### config.mk
export PLATFORM = sky130hd
export DESIGN_NAME = weighted_mean_filter_registers
export DESIGN_NICKNAME = d
export VERILOG_FILES = /design/src/hw/rtl/wmf_pkg.sv /design/src/hw/rtl/weighted_mean_filter_registers.sv
export VERILOG_INCLUDE_DIRS = /design/src /design/src/hw/rtl
export SDC_FILE = /design/constraint.sdc
export NUM_CORES = 1
export LEC_CHECK = 0
export ABC_AREA = 1
export BUFFER_PORTS_ARGS = -buffer_cell sky130_fd_sc_hd__buf_2
export CAP_MARGIN = 20
export CORE_ASPECT_RATIO = 0.75
export CORE_MARGIN = 2
export CORE_UTILIZATION = 50
export DETAILED_ROUTE_END_ITERATION = 8
export PLACE_DENSITY = 0.68
export SKIP_LAST_GASP = 1
export SLEW_MARGIN = 20
export SYNTH_ARGS = -nofsm -noshare
export SYNTH_HDL_FRONTEND = slang
export SYNTH_SLANG_ARGS = --single-unit
### constraint.sdc
create_clock -name i_clk -period 6.8 [get_ports i_clk]
set_input_delay 0.68 -clock i_clk [delete_from_list [all_inputs] [get_ports i_clk]]
set_output_delay 0.68 -clock i_clk [all_outputs]
set_load 0.05 [all_outputs]
### src/hw/rtl/weighted_mean_filter_registers_defines.svh
// Assertion macros for the weighted mean filter RTL.
// Included by the top level; no other dependencies.
`ifndef WEIGHTED_MEAN_FILTER_REGISTERS_DEFINES_SVH
`define WEIGHTED_MEAN_FILTER_REGISTERS_DEFINES_SVH

`ifndef NO_ASSERTIONS
// Clocked property, disabled while reset is asserted (active low)
`define WMF_ASSERT(label, clk, rst_n, prop) \
    label: assert property (@(posedge clk) disable iff (!rst_n) prop) \
        else $error("weighted mean filter check failed");
// Clocked property checked at every edge, reset included
`define WMF_ASSERT_ALWAYS(label, clk, prop) \
    label: assert property (@(posedge clk) prop) \
        else $error("weighted mean filter check failed");
`else
`define WMF_ASSERT(label, clk, rst_n, prop)
`define WMF_ASSERT_ALWAYS(label, clk, prop)
`endif

`endif

### src/hw/rtl/wmf_pkg.sv
// Shared types, constants and helper functions for the weighted mean filter.
// No dependencies.
`default_nettype none

package wmf_pkg;

    localparam int CHANNELS        = 3;
    localparam int WINDOW_SIDE     = 3;
    localparam int WINDOW_SAMPLES  = WINDOW_SIDE * WINDOW_SIDE;
    localparam int WINDOW_CENTER   = WINDOW_SAMPLES / 2;
    localparam int QUEUE_DEPTH_DEF = 16;

    localparam int BYTE_W = 8;
    localparam int SUM_W  = 12;
    localparam int POS_W  = 4;
    localparam int CMD_W  = 3;

    // floor(s / 10) as (s * 6554) >> 16, exact for every 12-bit s
    localparam int DIVISOR   = 10;
    localparam int DIV_SHIFT = 16;
    localparam int DIV_RECIP = ((1 << DIV_SHIFT) + DIVISOR - 1) / DIVISOR;
    localparam int DIV_PROD_W = SUM_W + DIV_SHIFT - 2;

    // Stream widths
    localparam int S_TDATA_W = 32;
    localparam int S_TUSER_W = CMD_W;
    localparam int M_TDATA_W = CHANNELS * BYTE_W;
    localparam int M_TUSER_W = 3;

    typedef enum logic [CMD_W-1:0] {
        CMD_WRITE   = 3'd0,
        CMD_READ    = 3'd1,
        CMD_COUNT   = 3'd2,
        CMD_INVALID = 3'd3,
        CMD_IGNORE  = 3'd4
    } t_cmd;

    // Window weights: center sample counts twice
    function automatic logic [1:0] f_weight(input logic [POS_W-1:0] pos);
        if (pos == POS_W'(WINDOW_CENTER)) begin
            return 2'd2;
        end else if (pos < POS_W'(WINDOW_SAMPLES)) begin
            return 2'd1;
        end else begin
            return 2'd0;
        end
    endfunction

    // Divide by ten through a reciprocal multiply, keep the low byte
    function automatic logic [BYTE_W-1:0] f_div10(input logic [SUM_W-1:0] s);
        logic [DIV_PROD_W-1:0] prod;
        prod = DIV_PROD_W'(s) * DIV_PROD_W'(DIV_RECIP);
        return prod[DIV_SHIFT +: BYTE_W];
    endfunction

endpackage

`default_nettype wire

### src/hw/rtl/weighted_mean_filter_registers.sv
// Top level of the register-mapped 3x3 weighted mean filter for RGB samples.
// Depends on wmf_pkg and weighted_mean_filter_registers_defines.svh.
`default_nettype none
`include "weighted_mean_filter_registers_defines.svh"

// One request enters per clock while s_tready is high and produces exactly one
// response. A request is taken into an input register at its accepting edge,
// decoded and applied to the channel state once the response register is free or
// draining (weighted accumulate, divide by ten through a reciprocal multiply,
// queue push or pop), and lands in the response register together with the
// queue memory read data, from where it is offered on m_tvalid. Each
// channel owns a QUEUE_DEPTH x 8 result memory with one write and one registered
// read port; the memory read register doubles as the response data register.
// Throughput is one request per cycle as long as m_tready stays high. While a
// response waits with m_tready low, an empty input register still takes one
// more request; s_tready drops only when both registers are full and m_tready
// is low, and that path from m_tready to s_tready is combinational.
module weighted_mean_filter_registers #(
    parameter int QUEUE_DEPTH = wmf_pkg::QUEUE_DEPTH_DEF
) (
    input  wire logic                          i_clk,
    input  wire logic                          i_rst_n,
    // Request stream
    input  wire logic                          s_tvalid,
    output logic                               s_tready,
    // [0] red_enable, [1] green_enable, [2] blue_enable, [10:3] red_in,
    // [18:11] green_in, [26:19] blue_in, [31:27] zero
    input  wire logic [wmf_pkg::S_TDATA_W-1:0] s_tdata,
    // [2:0] command
    input  wire logic [wmf_pkg::S_TUSER_W-1:0] s_tuser,
    // Response stream
    output logic                               m_tvalid,
    input  wire logic                          m_tready,
    // [7:0] red_out, [15:8] green_out, [23:16] blue_out
    output logic [wmf_pkg::M_TDATA_W-1:0]      m_tdata,
    // [0] response, [1] underflow, [2] overflow
    output logic [wmf_pkg::M_TUSER_W-1:0]      m_tuser
);
    import wmf_pkg::*;

    localparam int IDX_W = (QUEUE_DEPTH > 1) ? $clog2(QUEUE_DEPTH) : 1;
    localparam int CNT_W = $clog2(QUEUE_DEPTH + 1);

    function automatic logic [IDX_W-1:0] f_next(input logic [IDX_W-1:0] i);
        if (i == IDX_W'(QUEUE_DEPTH - 1)) begin
            return '0;
        end else begin
            return IDX_W'(i + 1'b1);
        end
    endfunction

    // Input register
    logic                  r_a_valid;
    t_cmd                  r_a_cmd;
    logic [CHANNELS-1:0]   r_a_en;
    logic [BYTE_W-1:0]     r_a_px [CHANNELS];

    // Channel state
    logic [SUM_W-1:0]      r_sum   [CHANNELS];
    logic [POS_W-1:0]      r_pos   [CHANNELS];
    logic [CNT_W-1:0]      r_count [CHANNELS];
    logic [IDX_W-1:0]      r_head  [CHANNELS];
    logic [IDX_W-1:0]      r_tail  [CHANNELS];

    // Response register
    logic                  r_b_valid;
    logic                  r_b_resp;
    logic                  r_b_under;
    logic                  r_b_over;
    logic [CHANNELS-1:0]   r_b_pop;
    logic [BYTE_W-1:0]     r_b_data [CHANNELS];
    logic [BYTE_W-1:0]     r_rd     [CHANNELS];

    logic                  adv;
    logic                  fire;
    logic [CHANNELS-1:0]   ch_drop;
    logic [CHANNELS-1:0]   ch_pop;
    logic [CHANNELS-1:0]   ch_empty;
    logic [BYTE_W-1:0]     ch_cnt_sat [CHANNELS];

    logic                  n_b_resp;
    logic                  n_b_under;
    logic                  n_b_over;
    logic [CHANNELS-1:0]   n_b_pop;
    logic [BYTE_W-1:0]     n_b_data [CHANNELS];

    // Pipeline advances whenever the response slot is free or being drained
    assign adv      = !r_b_valid || m_tready;
    assign fire     = adv && r_a_valid;
    assign s_tready = !r_a_valid || adv;

    // Input register
    always_ff @(posedge i_clk) begin
        if (!i_rst_n) begin
            r_a_valid <= 1'b0;
        end else if (s_tvalid && s_tready) begin
            r_a_valid <= 1'b1;
        end else if (adv) begin
            r_a_valid <= 1'b0;
        end
        if (s_tvalid && s_tready) begin
            r_a_cmd   <= t_cmd'(s_tuser[CMD_W-1:0]);
            r_a_en    <= s_tdata[CHANNELS-1:0];
            r_a_px[0] <= s_tdata[3 +: BYTE_W];
            r_a_px[1] <= s_tdata[11 +: BYTE_W];
            r_a_px[2] <= s_tdata[19 +: BYTE_W];
        end
    end

    // Per-channel window accumulator and result queue
    for (genvar c = 0; c < CHANNELS; c++) begin : g_ch
        logic [1:0]            wt;
        logic [BYTE_W+1:0]     prod;
        logic [SUM_W-1:0]      sum_acc;
        logic [BYTE_W-1:0]     quot;
        logic                  last;
        logic                  full;
        logic                  sample;
        logic                  push;
        logic [8:0]            cnt_ext;
        logic [BYTE_W-1:0]     r_mem [QUEUE_DEPTH];

        always_comb begin
            wt      = f_weight(r_pos[c]);
            prod    = (BYTE_W+2)'(r_a_px[c]) * (BYTE_W+2)'(wt);
            sum_acc = SUM_W'({1'b0, r_sum[c]} + (SUM_W+1)'(prod));
            quot    = f_div10(sum_acc);
            last    = (r_pos[c] >= POS_W'(WINDOW_SAMPLES - 1));
            full    = (r_count[c] == CNT_W'(QUEUE_DEPTH));
            sample  = fire && (r_a_cmd == CMD_WRITE) && r_a_en[c];
            push    = sample && last && !full;
            cnt_ext = 9'(r_count[c]);
        end

        assign ch_drop[c]    = sample && last && full;
        assign ch_empty[c]   = (r_count[c] == '0);
        assign ch_pop[c]     = fire && (r_a_cmd == CMD_READ) && !ch_empty[c];
        assign ch_cnt_sat[c] = (cnt_ext > 9'd255) ? 8'hff : cnt_ext[BYTE_W-1:0];

        // Window and queue pointer state
        always_ff @(posedge i_clk) begin
            if (!i_rst_n) begin
                r_sum[c]   <= '0;
                r_pos[c]   <= '0;
                r_count[c] <= '0;
                r_head[c]  <= '0;
                r_tail[c]  <= '0;
            end else begin
                if (sample) begin
                    r_sum[c] <= last ? '0 : sum_acc;
                    r_pos[c] <= last ? '0 : POS_W'(r_pos[c] + 1'b1);
                end
                if (push) begin
                    r_tail[c]  <= f_next(r_tail[c]);
                    r_count[c] <= CNT_W'(r_count[c] + 1'b1);
                end else if (ch_pop[c]) begin
                    r_head[c]  <= f_next(r_head[c]);
                    r_count[c] <= CNT_W'(r_count[c] - 1'b1);
                end
            end
        end

        // Result memory: one write, one registered read
        always_ff @(posedge i_clk) begin
            if (push) begin
                r_mem[r_tail[c]] <= quot;
            end
            if (ch_pop[c]) begin
                r_rd[c] <= r_mem[r_head[c]];
            end
        end
    end

    // Response decode
    always_comb begin
        n_b_resp  = 1'b0;
        n_b_under = 1'b0;
        n_b_over  = 1'b0;
        n_b_pop   = '0;
        for (int c = 0; c < CHANNELS; c++) begin
            n_b_data[c] = '0;
        end
        case (r_a_cmd)
            CMD_WRITE: begin
                n_b_over = |ch_drop;
            end
            CMD_READ: begin
                n_b_under = |ch_empty;
                n_b_pop   = ch_pop;
            end
            CMD_COUNT: begin
                for (int c = 0; c < CHANNELS; c++) begin
                    n_b_data[c] = ch_cnt_sat[c];
                end
            end
            CMD_INVALID: begin
                n_b_resp = 1'b0;
            end
            default: begin
                n_b_resp = 1'b1;
            end
        endcase
    end

    // Response register
    always_ff @(posedge i_clk) begin
        if (!i_rst_n) begin
            r_b_valid <= 1'b0;
        end else if (adv) begin
            r_b_valid <= r_a_valid;
        end
        if (fire) begin
            r_b_resp  <= n_b_resp;
            r_b_under <= n_b_under;
            r_b_over  <= n_b_over;
            r_b_pop   <= n_b_pop;
            r_b_data  <= n_b_data;
        end
    end

    // Popped bytes come straight from the memory read registers
    assign m_tvalid = r_b_valid;
    assign m_tuser  = {r_b_over, r_b_under, r_b_resp};
    always_comb begin
        for (int c = 0; c < CHANNELS; c++) begin
            m_tdata[c*BYTE_W +: BYTE_W] = r_b_pop[c] ? r_rd[c] : r_b_data[c];
        end
    end

    // Checks
    `WMF_ASSERT(a_count_bound, i_clk, i_rst_n,
        (r_count[0] <= CNT_W'(QUEUE_DEPTH)) && (r_count[1] <= CNT_W'(QUEUE_DEPTH)) &&
        (r_count[2] <= CNT_W'(QUEUE_DEPTH)))
    `WMF_ASSERT(a_empty_ptrs, i_clk, i_rst_n,
        ((r_count[0] != '0) || (r_head[0] == r_tail[0])) &&
        ((r_count[1] != '0) || (r_head[1] == r_tail[1])) &&
        ((r_count[2] != '0) || (r_head[2] == r_tail[2])))
    `WMF_ASSERT(a_error_zero, i_clk, i_rst_n,
        (m_tvalid && m_tuser[0]) |-> ((m_tdata == '0) && (m_tuser[2:1] == 2'b00)))
    `WMF_ASSERT_ALWAYS(a_pos_bound, i_clk,
        (r_pos[0] < POS_W'(WINDOW_SAMPLES)) || !i_rst_n || $isunknown(r_pos[0]))

endmodule

`default_nettype wire

Yosys cells after proc, flatten, opt, wreduce, memory -nomap -nowiden
Memories as Yosys holds them, arrays and structs flattened. Index checks and enable logic that the tools add are counted.

Div/mod/pow operators: 0. $lt $le $gt $ge: 9. Multiplexer cells: 99. Reductions and logical operators: 37. Add/sub/neg operators: 18. Shifts and indexed selects: 0. Bitwise logic cells: 18. $mul: 6. Eq/ne operators: 15.

Operators by type and width (count): 2-to-1 mux 4 bit (33); 2-to-1 mux 12 bit (6); multiplier 12 x 12 -> 23 bit, second input constant (3); 2-to-1 mux 8 bit (6); 2-to-1 mux 1 bit (45); adder 12 x 10 -> 12 bit (3); adder 4 x 1 -> 4 bit, second input constant (9); multiplier 8 x 2 -> 10 bit (3); 2-to-1 mux 5 bit (6); equality test 4 bit, second input constant (6); > comparator 5 x 8 -> 1 bit, second input constant (3); logical AND 1 bit (19); OR 1 bit (18); adder 5 x 1 -> 5 bit, second input constant (3); equality test 5 bit, second input constant (3); zero test 5 bit (3); subtractor 5 x 1 -> 5 bit, second input constant (3); equality test 4 x 3 -> 1 bit, second input constant (3); greater-or-equal comparator 4 bit, second input constant (3); less-than comparator 4 bit, second input constant (3); zero test 1 bit (8); equality test 3 x 2 -> 1 bit, second input constant (2); 2-to-1 mux 2 bit (3); OR reduction 3 bit (2); other kinds (5) (6).

Input port bits: 39. Bits in writable memories: 519. Memories: 10. Output and inout bits: 29. Latch bits: 0. Bits in read-only memories: 0. Word-level logic and storage cells: 223. Register bits after elaboration: 38.

Memory list: g_ch[0].r_mem (words 16, width 8, read ports 1, clocked after Yosys merged registers in 0, wr ports 1, line weighted_mean_filter_registers.sv:121) `logic [BYTE_W-1:0] r_mem [QUEUE_DEPTH];`; g_ch[1].r_mem (words 16, width 8, read ports 1, clocked after Yosys merged registers in 0, wr ports 1, line weighted_mean_filter_registers.sv:121); g_ch[2].r_mem (words 16, width 8, read ports 1, clocked after Yosys merged registers in 0, wr ports 1, line weighted_mean_filter_registers.sv:121); r_sum (words 3, width 12, read ports 3, clocked after Yosys merged registers in 0, wr ports 3, line weighted_mean_filter_registers.sv:59) `logic [SUM_W-1:0] r_sum [CHANNELS];`; r_a_px (words 3, width 8, read ports 3, clocked after Yosys merged registers in 0, wr ports 3, line weighted_mean_filter_registers.sv:56) `logic [BYTE_W-1:0] r_a_px [CHANNELS];`; r_rd (words 3, width 8, read ports 3, clocked after Yosys merged registers in 0, wr ports 3, line weighted_mean_filter_registers.sv:72) `logic [BYTE_W-1:0] r_rd [CHANNELS];`; +4 memories.

Depth between registers and ports, before layout
Gate-level depths: netlist of run 1.

Word-level depth: 12. Depth in mapped cells: 36. Mapped depth without buffers: 36.

Worst setup path after synthesis of run 1
Ideal clock, no wire load.

Kind: register to register. Start: mem r_pos[2][0]. End: mem g_ch[2].r_mem[0][2] (data pin). Buffers on the path: 0. Cell stages (with the launch flop): 31. Data required time: 6.511 ns. Path slack: -0.157 ns. Arrival time: 6.668 ns. Path through: edfxtp_1 -> inv_1 -> ha_1 -> o21ai_0 -> nor2_1 -> fa_1 -> ha_1 -> inv_1 -> fa_1 -> nor2_1 -> o21ai_0 -> nand2_1 -> xor2_1 -> inv_1 -> ha_1 -> inv_1 -> fa_1 -> inv_1 -> fa_1 -> fa_1 -> inv_1 -> fa_1 -> inv_1 -> ha_1 -> nand2_1 -> inv_1 -> a21oi_1 -> inv_1 -> a21oi_1 -> nand2_1 -> xor2_1.

RTL lines: start: declaration (line weighted_mean_filter_registers.sv:60) `logic [POS_W-1:0] r_pos [CHANNELS];`; end: declaration (line weighted_mean_filter_registers.sv:121).

==> results of run 1 <==
==> worst reg2reg max path: cells and delay by family, from the launching register on <==
family / cells / cell delay (ns)
fa+ha+maj: 9 / 3.47
simple gates: 16 / 1.43
buf+inv: 12 / 1.01
flops: 1 / 0.40
compound gates: 1 / 0.10
==> final timing paths <==
check              startpoint                   to  slack, ns
setup / recovery  r_pos[1][1]  g_ch[1].r_mem[2][7]       0.14
hold / removal     s_tdata[2]            r_a_en[2]       0.23
setup reg to reg  r_pos[1][1]  g_ch[1].r_mem[2][7]       0.14
hold reg to reg    r_a_cmd[2]             r_b_resp       0.46
==> repair_timing <==
item / 4_1_cts / 5_1_grt
buffers inserted: 3 / 33
gates cloned: 0 / 4
pin swaps: 7 / 110
endpoints found under the setup margin: 336 / 384
resized for setup: 44 / 279
hold endpoints to repair: 0 / 0
==> state kept, by name (all words and copies together), names as in the netlist <==
signal	count
g_ch.r_mem	384
m_tvalid	1
r_a_cmd	3
r_a_en	3
r_a_px	24
r_a_valid	1
r_b_data	15
r_b_over	1
r_b_pop	3
r_b_resp	1
r_b_under	1
r_count	15
r_head	12
r_pos	12
r_rd	24
r_sum	36
r_tail	12
==> stage by stage <==
step	instance area [sq um]	hold slack (ns)	instances	util, %
finish	39700	0.234	4477	60.8
global route	39700	0.205	4477	60.8
CTS	38100	0.193	4438	58.3
global placement	36100	0.438	4341	55.2
detailed placement	36100	0.444	4341	55.2
floorplan	33200	0.502	3278	-
==> synth_stat cells (4+ instances only) <==
| master | n | share of area [%] |
|---|---|---|
| nand2_1 | 444 | 5.0 |
| nor3_1 | 20 | 0.30 |
| edfxtp_1 | 546 | 49 |
| a21oi_1 | 53 | 0.80 |
| xor2_1 | 40 | 1.1 |
| fa_1 | 135 | 8.2 |
| inv_1 | 568 | 6.4 |
| ha_1 | 302 | 11 |
| o21bai_1 | 9 | 0.20 |
| buf_1 | 6 | 0.068 |
| clkinv_1 | 6 | 0.068 |
| o32ai_1 | 48 | 1.3 |
| a31oi_1 | 5 | 0.094 |
| nand3_1 | 139 | 2.1 |
| o21a_1 | 5 | 0.11 |
| nor2_1 | 540 | 6.1 |
| mux2_2 | 15 | 0.51 |
| buf_2 | 9 | 0.14 |
| a21o_1 | 12 | 0.27 |
| nand4_1 | 24 | 0.45 |
| clkbuf_1 | 61 | 0.69 |
| o21ai_0 | 189 | 2.9 |
| a211oi_1 | 4 | 0.091 |
| xnor2_1 | 15 | 0.40 |
| a21boi_0 | 4 | 0.091 |
| o211ai_1 | 48 | 1.1 |
==> layout make-up <==
class,instances,area [sq um],area share [%]
flip-flops and latches,548,16400,41.4
multi-input cells,2073,15700,39.5
repair buffers,313,2580,6.49
inverters,577,2170,5.47
clock buffers,61,1400,3.52
well taps,871,1090,2.74
clock inverters,33,362,0.910
diodes,1,2.50,0.00630
==> layer usage <==
metal / global-route usage, % / vias to the layer above / wire length [um]
li1: - / 11500 / -
met2: 33.4 / 581 / 32800
met3: 3.72 / 87 / 4760
met4: 4.33 / 0 / 1230
met5: 0 / - / 0
met1: 32.6 / 11200 / 36400
==> logic make-up after synthesis <==
family	synth area share, %
DFF	49.6
xor gates and xnor gates	1.45
adders and majority gates	19.5
buffers and inverters	7.52
muxes	0.509
and+or+nand+nor	14.4
AOI/OAI and AO/OA	7.02
==> run_results.csv, run 1 <==
group,metric,value,unit
critical_path,worstSetupStartpointType,"register",
cts,cts_tree,"yes",
drt,vias,23400,
final_layout,nets,4043,
placed_design,gp_congestion,0.862,
critical_path,crit_path_max_fanout,8,
die,row_count,81,
yosys,ys.flop_type,"edfxtp_1",
cts,cts.sinks,548,
run,cap_viol_max_count,0,
final_layout,area_growth,19.8,%
timing,skew,0.0155,ns
timing,setup_ws,0.136,ns
yosys,avgSynthCellArea,10.1,sq um
cts,cts-htree-levels,2,
critical_path,cp_slowest_cell,"fa_1",
global_routing,grt_pass1_vias,22400,
yosys,ys_warn_count,0,
cts,clkLatencyLatePin,0.62,ns
die,start_util,50.7,%
critical_path,critPathCaptureType,"register",
drt,routed_wl,75200,um
placed_design,pre_cts_slack,-0.515,ns
drt,initialDrtViolationCount,1777,
critical_path,cp_common_cell,"inv_2",
yosys,ys_types,42,
final_layout,fillers,5290,
critical_path,reg2reg_depth,38,
die,die_height,227,um
yosys,synth_edf_count,546,
drt,via_per_inst,5.22,
critical_path,path_class,"reg2reg",
cts,clk_pin_slew,0.07,ns
final_layout,layout-drive-gt1-share,18.7,%
timing,hold_viol,0,
yosys,netlist_instances,3278,
min_path,hold_depth,1,
global_routing,grt_overflow_total,0,
cts,cts_buffers,54,
yosys,ys_seq_elements,548,
global_routing,grt_max_degree,69,
placed_design,dp_hpwl,52100,um
min_path,hp-class,"in2reg",
final_layout,layout_common_cells,"edfxtp_1 (546), inv_1 (529), nor2_1 (515)",
yosys,synth_nets,3754,
critical_path,worstPathRequired,7.17,ns
critical_path,cp.depth,38,
timing,tns,0,ns
timing,relSlewSlack,31.8,%
die,die_w,301,um
critical_path,crit_family,"adder cells",
drt,drc,0,
yosys,synth-seq-area-share,49.6,%
placed_design,io_buffers,62,
cts,cts_hold_buf,0,
final_layout,layout_commonest_cell,"edfxtp_1",
timing,fmax,0.150,GHz
global_routing,antenna_found_initial,1,
critical_path,max_stage_delay,0.52,ns
critical_path,worstPathArrival,7.03,ns
timing,final-setup-viol-count,0,
drt,wl_per_cell,16.8,um
critical_path,worst-path-buf-inv,12,
timing,period_share,98.0,%
drt,ant_nets,0,
yosys,synth-async-reset-ratio,0,%
timing,period_needed,6.66,ns
cts,cts_root_buf,"clkbuf_16",
cts,clock_path_buffers,3,
global_routing,track_usage,21.7,%
yosys,synthesis.area,33200,sq um
die,core-area,65400,sq um
global_routing,grt_pass1_wl,117000,um
die,io_pins,68,
timing,worst_pin_slew,1.02,ns
die,die_area,68400,sq um
drt,firstDrtPassIters,5,
timing,slew_viol_final,0,
run_status,outcome,"finished clean",
timing,rsz0062_at_grt,"true",
Power of run 1 is not shown: default switching activity piles up to over one toggle a cycle in this logic, so the estimate is an artifact.
==> inputs of run 2 (changes only) <==
Settings changed: ABC_AREA 1 to unset, PLACE_DENSITY 0.68 to unset, PLACE_DENSITY_LB_ADDON set to 0.3.
==> run_results.csv, run 2 <==
group,metric,value,unit
cts,clk_pin_slew,0.07,ns
yosys,synth_top_area_share,51.5,%
placed_design,numPlacedInstances,3371,
yosys,synthesis.area,31800,sq um
final_layout,layout_commonest_cell,"edfxtp_1",
critical_path,worstPathArrival,7.61,ns
placed_design,dp_hpwl,48500,um
die,core-area,63300,sq um
critical_path,path_class,"reg2reg",
timing,period_needed,7.23,ns
placed_design,io_buffers,62,
cts,cts.sinks,548,
cts,cts_tree,"yes",
yosys,synth_area_leaders,"edfxtp_1 (52%), ha_1 (12%), fa_1 (8.5%), mux4_2 (8.5%), inv_1 (4.4%)",
yosys,yosys-top-cells-count,"edfxtp_1 (546), inv_1 (372), ha_1 (302)",
yosys,synth_nets,2742,
die,io_pins,68,
placed_design,gp_congestion,0.860,
yosys,ys.flop_type,"edfxtp_1",
cts,cts_buffers,52,
final_layout,layout-drive-gt1-share,27.2,%
critical_path,cp-startpoint,"r_pos[1][1]",
timing,worst_pin_slew,0.933,ns
yosys,synth-seq-area-share,51.6,%
final_layout,largest_register_ff_count,384,
timing,fmax,0.138,GHz
timing,rsz0062_at_grt,"true",
drt,vias,18800,
drt,initialDrtViolationCount,1164,
critical_path,reg2reg_depth,30,
die,start_util,50.3,%
run_status,outcome,"complete, but fails checks",
timing,period_share,106,%
timing,skew,0.0350,ns
yosys,ys_types,78,
final_layout,stdcell_count,3498,
yosys,netlist_instances,2266,
final_layout,diodes,0,
yosys,avgSynthCellArea,14.0,sq um
global_routing,grt_pass1_wl,107000,um
final_layout,layout_common_cells,"edfxtp_1 (546), inv_1 (352), ha_1 (275)",
yosys,yosys.cell_count.top_type,"edfxtp_1",
drt,drc,0,
die,die_height,223,um
critical_path,critPathCaptureType,"register",
global_routing,antenna_found_initial,1,
yosys,synth_edf_count,546,
timing,setup_ws,-0.435,ns
cts,cts-htree-levels,2,
cts,clock_path_buffers,3,
yosys,synth-async-reset-ratio,0,%
cts,clkLatencyLatePin,0.62,ns
die,row_count,80,
critical_path,worstPathRequired,7.17,ns
drt,via_per_inst,5.37,
drt,ant_nets,0,
drt,routed_wl,66400,um
run,cap_viol_max_count,0,
critical_path,crit_path_max_fanout,16,
final_layout,fillers,4805,
global_routing,track_usage,20.8,%
critical_path,worstReg2RegStart,"r_pos[1][1]",
drt,firstDrtPassIters,7,
critical_path,max_stage_delay,0.53,ns
global_routing,grt_pass1_vias,19400,
die,die_area,65700,sq um
critical_path,rrSetupSlack,-0.43,ns
timing,slew_viol_final,0,
critical_path,endpoint,"g_ch[1].r_mem[14][3]",
yosys,ys_seq_elements,548,
timing,final-setup-viol-count,368,
global_routing,grt_max_degree,37,
final_layout,nets,3075,
critical_path,r2r_end,"g_ch[1].r_mem[14][3]",
global_routing,grt_overflow_total,0,
yosys,ys_warn_count,0,
critical_path,worstSetupStartpointType,"register",
min_path,hp-class,"in2reg",
cts,cts_root_buf,"clkbuf_16",
timing,hold_viol,0,
min_path,hp-start,"s_tdata[18]",
critical_path,cp_slowest_cell,"fa_1",
run_status,violations,"negative setup slack",
yosys,yosys.area.top_type,"edfxtp_1",
timing,relSlewSlack,37.6,%
die,die_w,295,um
final_layout,area_growth,19.4,%
drt,wl_per_cell,19.0,um
run 2: changes by cell type in the layout (fill, tap and decap cells not counted), sizes merged, moves of 39 or more:
cell    previous run  this run
and2               1        95
inv              575       375
mux4               0       120
nand2            447        82
nand3            139        28
nor2             540        92
o211ai            48         9
o21ai            189        48
o32ai             48         0
xnor2             15        57
run 2: area by class of cell:
type / instances / area (sq um) / share of cell area [%]
Tap cell: 861 / 1080 / 2.83
Clock inverter: 29 / 282 / 0.741
Sequential cell: 548 / 16400 / 43.2
Timing Repair Buffer: 331 / 2530 / 6.66
Inverter: 372 / 1400 / 3.67
Multi-Input combinational cell: 1294 / 14900 / 39.3
Clock buffer: 63 / 1340 / 3.53
run 2: cells by family (layout without fill, tap and decap cells):
kind of cell    count (synthesis)  count (layout)  synth area share, %
flops                         548             548                 51.6
xor+xnor                       76              76                 2.09
compound gates                216             216                 4.42
fa+ha+maj                     437             437                 20.4
buf+inv                       425             795                 5.13
mux                           143             143                 9.27
simple gates                  421             422                 7.09
run 2: worst min-delay path by stage:
stage               depth (start not counted)  slack [ns]            end
floorplan                                   2        0.55      r_a_valid
global placement                            0        0.58       r_b_resp
detailed placement                          0        0.59       r_b_resp
CTS                                         1        0.22  r_a_px[0][12]
global route                                1        0.22   r_a_px[0][1]
finish                                      1        0.24  r_a_px[0][15]
run 2: repair_timing:
action | in CTS | in global routing
cloned | 1 | 0
setup buffers | 23 | 14
hold buffers | 0 | 0
gates resized for setup | 56 | 47
hold endpoints to repair | 0 | 0
endpoints found under the setup margin | 368 | 384
pin swaps | 30 | 43
run 2: critical path, delay by kind of cell (launching register included):
family	cells	cell delay, ns
AO/OA/AOI/OAI	6	1.20
adder cells (fa/ha/maj)	10	3.80
buffers and inverters	7	0.48
flip-flops	1	0.36
multiplexers	1	0.19
AND/OR/NAND/NOR	6	0.98
run 2: through the flow:
step | hold slack, ns | worst slack (ns) | cell area (sq um) | util [%] | TNS, ns
finish | 0.242 | -0.435 | 38000 | 60.1 | -96.10
global route | 0.220 | -0.702 | 38000 | 60.1 | -216.95
CTS | 0.216 | -0.434 | 37700 | 59.5 | -98.66
global placement | 0.577 | -0.497 | 35400 | 55.9 | -118.33
floorplan | 0.553 | -0.0354 | 32400 | - | -0.672
detailed placement | 0.594 | -0.702 | 35400 | 55.9 | -174.98
run 2: metal layers:
layer	track usage [%]	vias to the layer above	part of all wire (%)
li1	-	8837	-
met1	30.8	9445	46
met2	33.6	429	48
met3	2.42	60	4.7
met4	3.70	2	1.2
met5	0	-	0.014
Power of run 2 is left out for the same reason.
